### src/rtl/core/pwdt_pkg.sv
`default_nettype none
// ----------------------------------------------------------------------------
// pwdt_pkg
// Shared types and constants for the per-core watchdog timer bank.
// ----------------------------------------------------------------------------
package pwdt_pkg;

  localparam int unsigned NumCoresDefault   = 8;
  localparam int unsigned CountWidthDefault = 32;

  localparam int unsigned CmdWidth  = 3;
  localparam int unsigned SelWidth  = 3;
  localparam int unsigned DataWidth = 32;
  localparam int unsigned IrqWidth  = 8;

  localparam int unsigned InTdataWidth  = 40;
  localparam int unsigned OutTdataWidth = 48;

  localparam logic [4:0] CtlKeepMask = 5'h1F;
  localparam int unsigned CtlStartBit = 0;
  localparam int unsigned CtlIrqBit   = 6;
  localparam int unsigned CtlResetBit = 7;

  typedef enum logic [CmdWidth-1:0] {
    CMD_TICK      = 3'd0,
    CMD_WR_START  = 3'd1,
    CMD_WR_CTL    = 3'd2,
    CMD_RD_CTL    = 3'd3,
    CMD_RD_COUNT  = 3'd4
  } pwdt_cmd_e;

  typedef enum logic [2:0] {
    MODE_ONESHOT  = 3'd0,
    MODE_SECOND   = 3'd1,
    MODE_PERIODIC = 3'd2
  } pwdt_mode_e;

  // request to one core, valid for the cycle the item is processed
  typedef struct packed {
    logic tick;
    logic wr_start;
    logic wr_ctl;
  } pwdt_req_t;

  typedef struct packed {
    logic expired;
    logic rst_req;
  } pwdt_status_t;

endpackage : pwdt_pkg
`default_nettype wire

### src/rtl/core/pwdt_core.sv
`default_nettype none
// ----------------------------------------------------------------------------
// pwdt_core
// One watchdog timer: control, flags, down counter and start count.
// ----------------------------------------------------------------------------
module pwdt_core import pwdt_pkg::*; #(
  parameter int unsigned COUNT_WIDTH = CountWidthDefault
) (
  input  wire logic                   clk_i,
  input  wire logic                   rst_ni,
  input  wire pwdt_req_t              req_i,
  input  wire logic [DataWidth-1:0]   data_i,
  output pwdt_status_t                status_o,
  output logic [DataWidth-1:0]        ctl_rd_o,
  output logic [DataWidth-1:0]        cnt_rd_o
);

  logic [4:0]             ctl_q, ctl_d;
  logic                   irq_q, irq_d;
  logic                   rst_q, rst_d;
  logic                   run_q, run_d;
  logic [COUNT_WIDTH-1:0] cnt_q, cnt_d;
  logic [COUNT_WIDTH-1:0] start_q, start_d;

  logic [63:0]            data_ext;
  logic [63:0]            cnt_ext;
  pwdt_mode_e             mode;
  logic                   expire;

  assign data_ext = {32'd0, data_i};
  assign cnt_ext  = 64'(cnt_q);
  assign mode     = pwdt_mode_e'(ctl_q[3:1]);
  assign expire   = req_i.tick && run_q && (cnt_q <= COUNT_WIDTH'(1));

  always_comb begin
    ctl_d   = ctl_q;
    irq_d   = irq_q;
    rst_d   = rst_q;
    run_d   = run_q;
    cnt_d   = cnt_q;
    start_d = start_q;
    status_o = '0;
    if (req_i.tick && run_q) begin
      if (!expire) begin
        cnt_d = cnt_q - COUNT_WIDTH'(1);
      end else begin
        irq_d = 1'b1;
        status_o.expired = 1'b1;
        case (mode)
          MODE_SECOND: begin
            if (irq_q) begin
              rst_d = 1'b1;
              status_o.rst_req = 1'b1;
            end
            cnt_d = start_q;
          end
          MODE_PERIODIC: begin
            cnt_d = start_q;
          end
          default: begin
            run_d = 1'b0;
            cnt_d = '0;
          end
        endcase
      end
    end
    if (req_i.wr_start) begin
      start_d = data_ext[COUNT_WIDTH-1:0];
    end
    if (req_i.wr_ctl) begin
      if (ctl_q[CtlStartBit] != data_i[CtlStartBit]) begin
        if (data_i[CtlStartBit]) begin
          cnt_d = start_q;
          run_d = 1'b1;
        end else begin
          run_d = 1'b0;
        end
      end
      ctl_d = data_i[4:0] & CtlKeepMask;
      irq_d = 1'b0;
      rst_d = 1'b0;
    end
  end

  always_comb begin
    ctl_rd_o = {24'd0, rst_q, irq_q, 1'b0, ctl_q};
    cnt_rd_o = run_q ? cnt_ext[DataWidth-1:0] : '0;
  end

  always_ff @(posedge clk_i or negedge rst_ni) begin
    if (!rst_ni) begin
      ctl_q   <= '0;
      irq_q   <= 1'b0;
      rst_q   <= 1'b0;
      run_q   <= 1'b0;
      cnt_q   <= '0;
      start_q <= '0;
    end else begin
      ctl_q   <= ctl_d;
      irq_q   <= irq_d;
      rst_q   <= rst_d;
      run_q   <= run_d;
      cnt_q   <= cnt_d;
      start_q <= start_d;
    end
  end

endmodule : pwdt_core
`default_nettype wire

### src/rtl/core/per_core_watchdog_timer.sv
`default_nettype none
// ----------------------------------------------------------------------------
// per_core_watchdog_timer
// Bank of per-core watchdog timers driven by a request stream.
// Throughput: 1 request per cycle while m_axis_tready does not stall the
// output; all cores update in parallel when the request in the input
// register is processed, results held in an output register.
// Reset: asynchronous, all timers stopped, counts, start counts and flags 0.
// ----------------------------------------------------------------------------
module per_core_watchdog_timer import pwdt_pkg::*; #(
  parameter int unsigned NUM_CORES   = NumCoresDefault,
  parameter int unsigned COUNT_WIDTH = CountWidthDefault
) (
  input  wire logic                     clk_i,
  input  wire logic                     rst_ni,
  input  wire logic                     s_axis_tvalid,
  output logic                          s_axis_tready,
  // [2:0] core_select, [34:3] write_data
  input  wire logic [InTdataWidth-1:0]  s_axis_tdata,
  // [2:0] cmd
  input  wire logic [CmdWidth-1:0]      s_axis_tuser,
  output logic                          m_axis_tvalid,
  input  wire logic                     m_axis_tready,
  // [31:0] read_data, [39:32] irq_mask, [40] system_reset
  output logic [OutTdataWidth-1:0]      m_axis_tdata
);

  localparam int unsigned SelCmpW = 7;

  logic                    in_valid_q;
  logic [CmdWidth-1:0]     cmd_q;
  logic [SelWidth-1:0]     sel_q;
  logic [DataWidth-1:0]    data_q;
  logic                    fire;
  logic                    out_free;

  logic                    out_valid_q;
  logic [OutTdataWidth-1:0] out_data_q, out_data_d;

  pwdt_req_t               req    [NUM_CORES];
  pwdt_status_t            status [NUM_CORES];
  logic [DataWidth-1:0]    ctl_rd [NUM_CORES];
  logic [DataWidth-1:0]    cnt_rd [NUM_CORES];
  logic [NUM_CORES-1:0]    hit;
  logic [IrqWidth-1:0]     irq_vec;
  logic                    sys_rst;
  logic [DataWidth-1:0]    rd_data;
  pwdt_cmd_e               cmd;

  assign cmd           = pwdt_cmd_e'(cmd_q);
  assign out_free      = !out_valid_q || m_axis_tready;
  assign fire          = in_valid_q && out_free;
  assign s_axis_tready = !in_valid_q || out_free;

  always_ff @(posedge clk_i or negedge rst_ni) begin
    if (!rst_ni) begin
      in_valid_q <= 1'b0;
    end else if (s_axis_tready) begin
      in_valid_q <= s_axis_tvalid;
    end
  end

  always_ff @(posedge clk_i) begin
    if (s_axis_tready && s_axis_tvalid) begin
      cmd_q  <= s_axis_tuser;
      sel_q  <= s_axis_tdata[SelWidth-1:0];
      data_q <= s_axis_tdata[SelWidth +: DataWidth];
    end
  end

  for (genvar g = 0; g < NUM_CORES; g++) begin : g_core
    assign hit[g]          = ({4'd0, sel_q} == SelCmpW'(g));
    assign req[g].tick     = fire && (cmd == CMD_TICK);
    assign req[g].wr_start = fire && hit[g] && (cmd == CMD_WR_START);
    assign req[g].wr_ctl   = fire && hit[g] && (cmd == CMD_WR_CTL);

    pwdt_core #(
      .COUNT_WIDTH (COUNT_WIDTH)
    ) u_core (
      .clk_i    (clk_i),
      .rst_ni   (rst_ni),
      .req_i    (req[g]),
      .data_i   (data_q),
      .status_o (status[g]),
      .ctl_rd_o (ctl_rd[g]),
      .cnt_rd_o (cnt_rd[g])
    );
  end

  for (genvar g = 0; g < IrqWidth; g++) begin : g_irq
    if (g < NUM_CORES) begin : g_on
      assign irq_vec[g] = status[g].expired;
    end else begin : g_off
      assign irq_vec[g] = 1'b0;
    end
  end

  always_comb begin
    sys_rst = 1'b0;
    rd_data = '0;
    for (int i = 0; i < NUM_CORES; i++) begin
      sys_rst = sys_rst | status[i].rst_req;
      if (hit[i]) begin
        case (cmd)
          CMD_RD_CTL:   rd_data = rd_data | ctl_rd[i];
          CMD_RD_COUNT: rd_data = rd_data | cnt_rd[i];
          default:      rd_data = rd_data;
        endcase
      end
    end
    out_data_d = {7'd0, sys_rst, irq_vec, rd_data};
  end

  always_ff @(posedge clk_i or negedge rst_ni) begin
    if (!rst_ni) begin
      out_valid_q <= 1'b0;
    end else if (out_free) begin
      out_valid_q <= in_valid_q;
    end
  end

  always_ff @(posedge clk_i) begin
    if (fire) begin
      out_data_q <= out_data_d;
    end
  end

  assign m_axis_tvalid = out_valid_q;
  assign m_axis_tdata  = out_data_q;

  a_rst_needs_irq: assert property (@(posedge clk_i) disable iff (!rst_ni)
    m_axis_tvalid && m_axis_tdata[40] |-> (m_axis_tdata[39:32] != '0))
    else $error("system reset without expiry");

  a_read_not_tick: assert property (@(posedge clk_i) disable iff (!rst_ni)
    m_axis_tvalid && (m_axis_tdata[31:0] != '0) |-> (m_axis_tdata[40:32] == '0))
    else $error("read data and tick results mixed");

  a_fire_gives_result: assert property (@(posedge clk_i) disable iff (!rst_ni)
    fire |=> m_axis_tvalid)
    else $error("processed request produced no result");

  a_empty_ready: assert property (@(posedge clk_i) disable iff (!rst_ni)
    !in_valid_q |-> s_axis_tready)
    else $error("empty input stage not ready");

endmodule : per_core_watchdog_timer
`default_nettype wire

### config.mk
export PLATFORM = sky130hd
export DESIGN_NAME = per_core_watchdog_timer
export DESIGN_NICKNAME = d
export VERILOG_FILES = /design/src/rtl/core/pwdt_pkg.sv /design/src/rtl/core/pwdt_core.sv /design/src/rtl/core/per_core_watchdog_timer.sv
export SDC_FILE = /design/constraint.sdc
export NUM_CORES = 2
export LEC_CHECK = 0
export BUFFER_PORTS_ARGS = -buffer_cell sky130_fd_sc_hd__buf_2
export CAP_MARGIN = 20
export CORE_ASPECT_RATIO = 0.7
export CORE_MARGIN = 2
export CORE_UTILIZATION = 50
export CTS_CLUSTER_DIAMETER = 150
export DETAILED_ROUTE_END_ITERATION = 8
export GPL_ROUTABILITY_DRIVEN = 0
export GPL_TIMING_DRIVEN = 0
export PLACE_DENSITY_LB_ADDON = 0.3
export SLEW_MARGIN = 0
export SYNTH_ARGS = -nofsm -noshare
export SYNTH_HDL_FRONTEND = slang
export SYNTH_SLANG_ARGS = --single-unit
### constraint.sdc
create_clock -name clk_i -period 3.2 [get_ports clk_i]
set_input_delay 0.64 -clock clk_i [delete_from_list [all_inputs] [get_ports clk_i]]
set_output_delay 0.64 -clock clk_i [all_outputs]
set_load 0.005 [all_outputs]
==> results.md <==
* Outcome: complete, but fails checks
* Failing checks: DRC, setup timing
* Final cell count without fillers at 4,354
* Drt total wl at 132 mm
* Synth area leader: dfrtp_1
* Final antenna-violating net count at 0
* Layout cell share with drive strength beyond 1 at 20.1%
* Asr flop ratio synth at 88.0%
* Area contributors post-synth: dfrtp_1 43%, mux2_2 9.7%, edfxtp_1 7.1%
* Worst setup path class: flop to flop
* Initial DRC count at 5,651
* Total GRT Usage at 37.9%
* IO Count at 97
* Nets at 3,464
* CTS tree: done
* Startpoint class of the critical path: flop
* Vias in the first global route at 27,344
* RR Endpoint: m_axis_tdata[16]
* Num rows at 79
* Fin. max-slew vios at 0
* Setup WS pre-CTS at -1260 ps
* Area growth, synth to finish at 14.3%
* Crit Path Max Fanout at 10
* Syn Std Cell Area at 0.0333 mm²
* Worst Hold End: data_q[1]
* Period utilization at 114%
* Clk sinks at 657
* Via Count at 30,268
* DRT Pass-1 Iters at 9
* Netlist cell types at 82
* CP Capture Type: flop
* Max clock buf depth at 3
* Final Instance Area at 0.0381 mm²
* Filler cells at 5,650
* Largest net degree at the start of global routing at 118
* Synth warn at 0
* R2R Path Start: sel_q[0]
* Via density at 6.95
* HP Class: input pin to flop
* WP data required at 3480 ps
* Htree depth at 3
* Pwr dens at 566 mW/mm²
* Die Width at 312 µm
* Ys flop type: dfrtp_1
* Most common cell in the netlist: dfrtp_1
* Crit path time final at 3650 ps
* Die H at 220 µm
* Worst hold stages at 1
* I/O Buffers at 84
* Fmax at 0.274 GHz
* Lkg Pwr at 16.5 nW
* Initial antenna violation count at 15
* Arrival time at the worst endpoint at 3920 ps
* Worst slew pin tran at 1300 ps
* Synth top area share at 43.4%
* Total grt overflow at 0
* Setup Skew at 38.5 ps
* Clk root buf: clkbuf_16
* Unrepaired setup endpoints after global routing: true
* Setup crit start: sel_q[0]
* Yosys reg bits at 657
* Worst skew pair latency at 640 ps
* DP Wirelength at 95.0 mm
* Initial Util at 50.4%
* Slew headroom at 13.5%
* Wire per inst at 30.3 µm
* Setup violators final at 23
* Max-Cap Viols at 0
* Inst Count DP at 4,207
* Peak supply drop at 0.496 mV
* CTS Buf Count at 68
* Hold path start: s_axis_tdata[4]
* Setup WS post-layout at -446 ps
* Syn avg cell area at 10.4 µm²
* CTS clk-pin slew, worst paths at 60 ps
* R2R Setup Slk at -450 ps
* Drc violations at 193
* Die ar. at 0.0687 mm²
* Reg2reg path depth at 8
* First-pass GRT wire length at 190 mm
* Core ar. at 0.0661 mm²
* Synth top cells by count: 578 x dfrtp_1, 311 x nand2_1, 287 x mux2_2
* Gate Count Post-Synth at 3,215
* Sequential share of the synthesized area at 50.5%
* Final hold viol count at 0
* Fin util at 57.6%
* Number of synthesized flops with an enable pin at 79
* Post-DP Area at 0.0351 mm²
[cells in the final DEF (no fill, tap or decap), types with 34 or more instances in the layout]
| master | instances |
|---|---|
| edfxtp_1 | 79 |
| nand4_1 | 41 |
| o21ai_0 | 186 |
| xnor2_1 | 73 |
| clkbuf_1 | 99 |
| mux2_2 | 287 |
| or3_1 | 60 |
| a21oi_1 | 116 |
| a22o_1 | 40 |
| dfrtp_1 | 578 |
| clkbuf_16 | 71 |
| a22oi_1 | 98 |
| clkbuf_2 | 49 |
| a31oi_1 | 47 |
| nor3_1 | 118 |
| nor2_1 | 196 |
| o211ai_1 | 34 |
| nor4_1 | 62 |
| buf_2 | 107 |
| nand2_1 | 311 |
| xor2_1 | 34 |
| nand3_1 | 85 |
| or4_1 | 35 |
[sequential cells by signal, indices dropped and copies added, names as in the netlist]
name                   count
g_core.u_core.cnt_q      256
g_core.u_core.start_q    256
m_axis_tdata              41
g_core.u_core.ctl_q       40
data_q                    32
g_core.u_core.irq_q        8
g_core.u_core.rst_q        8
g_core.u_core.run_q        8
cmd                        3
sel_q                      3
in_valid_q                 1
m_axis_tvalid              1
[layer usage]
layer | global-route usage (%) | vias up | routed length, µm
li1 | - | 12576 | -
met1 | 51.8 | 14726 | 51600
met2 | 47.4 | 2375 | 48300
met3 | 20.0 | 569 | 23100
met4 | 19.6 | 22 | 8570
met5 | 4.33 | - | 575
[cells by family after synthesis]
| logic type | after synthesis | share of synthesized area [%] |
|---|---|---|
| adder cells (fa/ha/maj) | 16 | 0.601 |
| other | 1 | 0.0113 |
| AO/OA/AOI/OAI | 813 | 16.6 |
| XOR/XNOR | 107 | 2.81 |
| buffers and inverters | 225 | 2.76 |
| AND/OR/NAND/NOR | 1100 | 16.7 |
| multiplexers | 296 | 9.97 |
| flip-flops | 657 | 50.5 |
[power breakdown]
part	leakage (nW)	internal, mW	switching (mW)
combinational	6.80	1.22	1.95
sequential	8.61	9.18	0.987
clock	1.10	4.76	3.46
total	16.5	15.2	6.40
[final cells by class]
class                   count  area, µm²  area share [%]
diodes                     12       30.0          0.0789
flip-flops and latches    657      16800            44.2
repair buffers            118        863            2.27
clock buffers              91       1910            5.02
well taps                 891       1110            2.93
plain buffers             186        851            2.23
clock inverters            29        320           0.841
multi-input cells        2339      16000            42.1
inverters                  31        116           0.306
[metrics by stage]
step           setup TNS, ps  hold WS, ps  power (mW)
2_1_floorplan              0          344        11.8
3_3_place_gp        -6524330          454        13.0
3_5_place_dp         -356890          458        13.1
4_1_cts                    0          164        21.3
5_1_grt                 -625          173        22.2
6_report               -1560          174        21.6
[how the worst max path moves through the flow]
stage	slack (ps)	cells past startpoint	end
floorplan	310	5	m_axis_tdata[0]
global placement	-10700	1	g_core[4].u_core.start_q[15]
detailed placement	-1260	9	g_core[5].u_core.start_q[4]
CTS	0.8	6	g_core[7].u_core.cnt_q[9]
global route	-200	8	m_axis_tdata[16]
finish	-450	8	m_axis_tdata[16]
[critical path: stages, from the launching register on]
cell and delay [ps]:
edfxtp_1 490, clkbuf_2 330, nor3_2 120, and2_1 200, clkbuf_2 280, clkbuf_4 330
a22o_1 220, a221oi_1 1000, a31oi_2 320
[repair_timing]
action / CTS / global route
endpoints found under the setup margin: 472 / 264
pin swaps: 1 / 8
gates resized for setup: 89 / 84
setup buffers: 6 / 14
hold buffers: 1 / 0
endpoints found under the hold margin: 1 / 0
cloned: 0 / 0
Power figures use the tool's default switching activity.
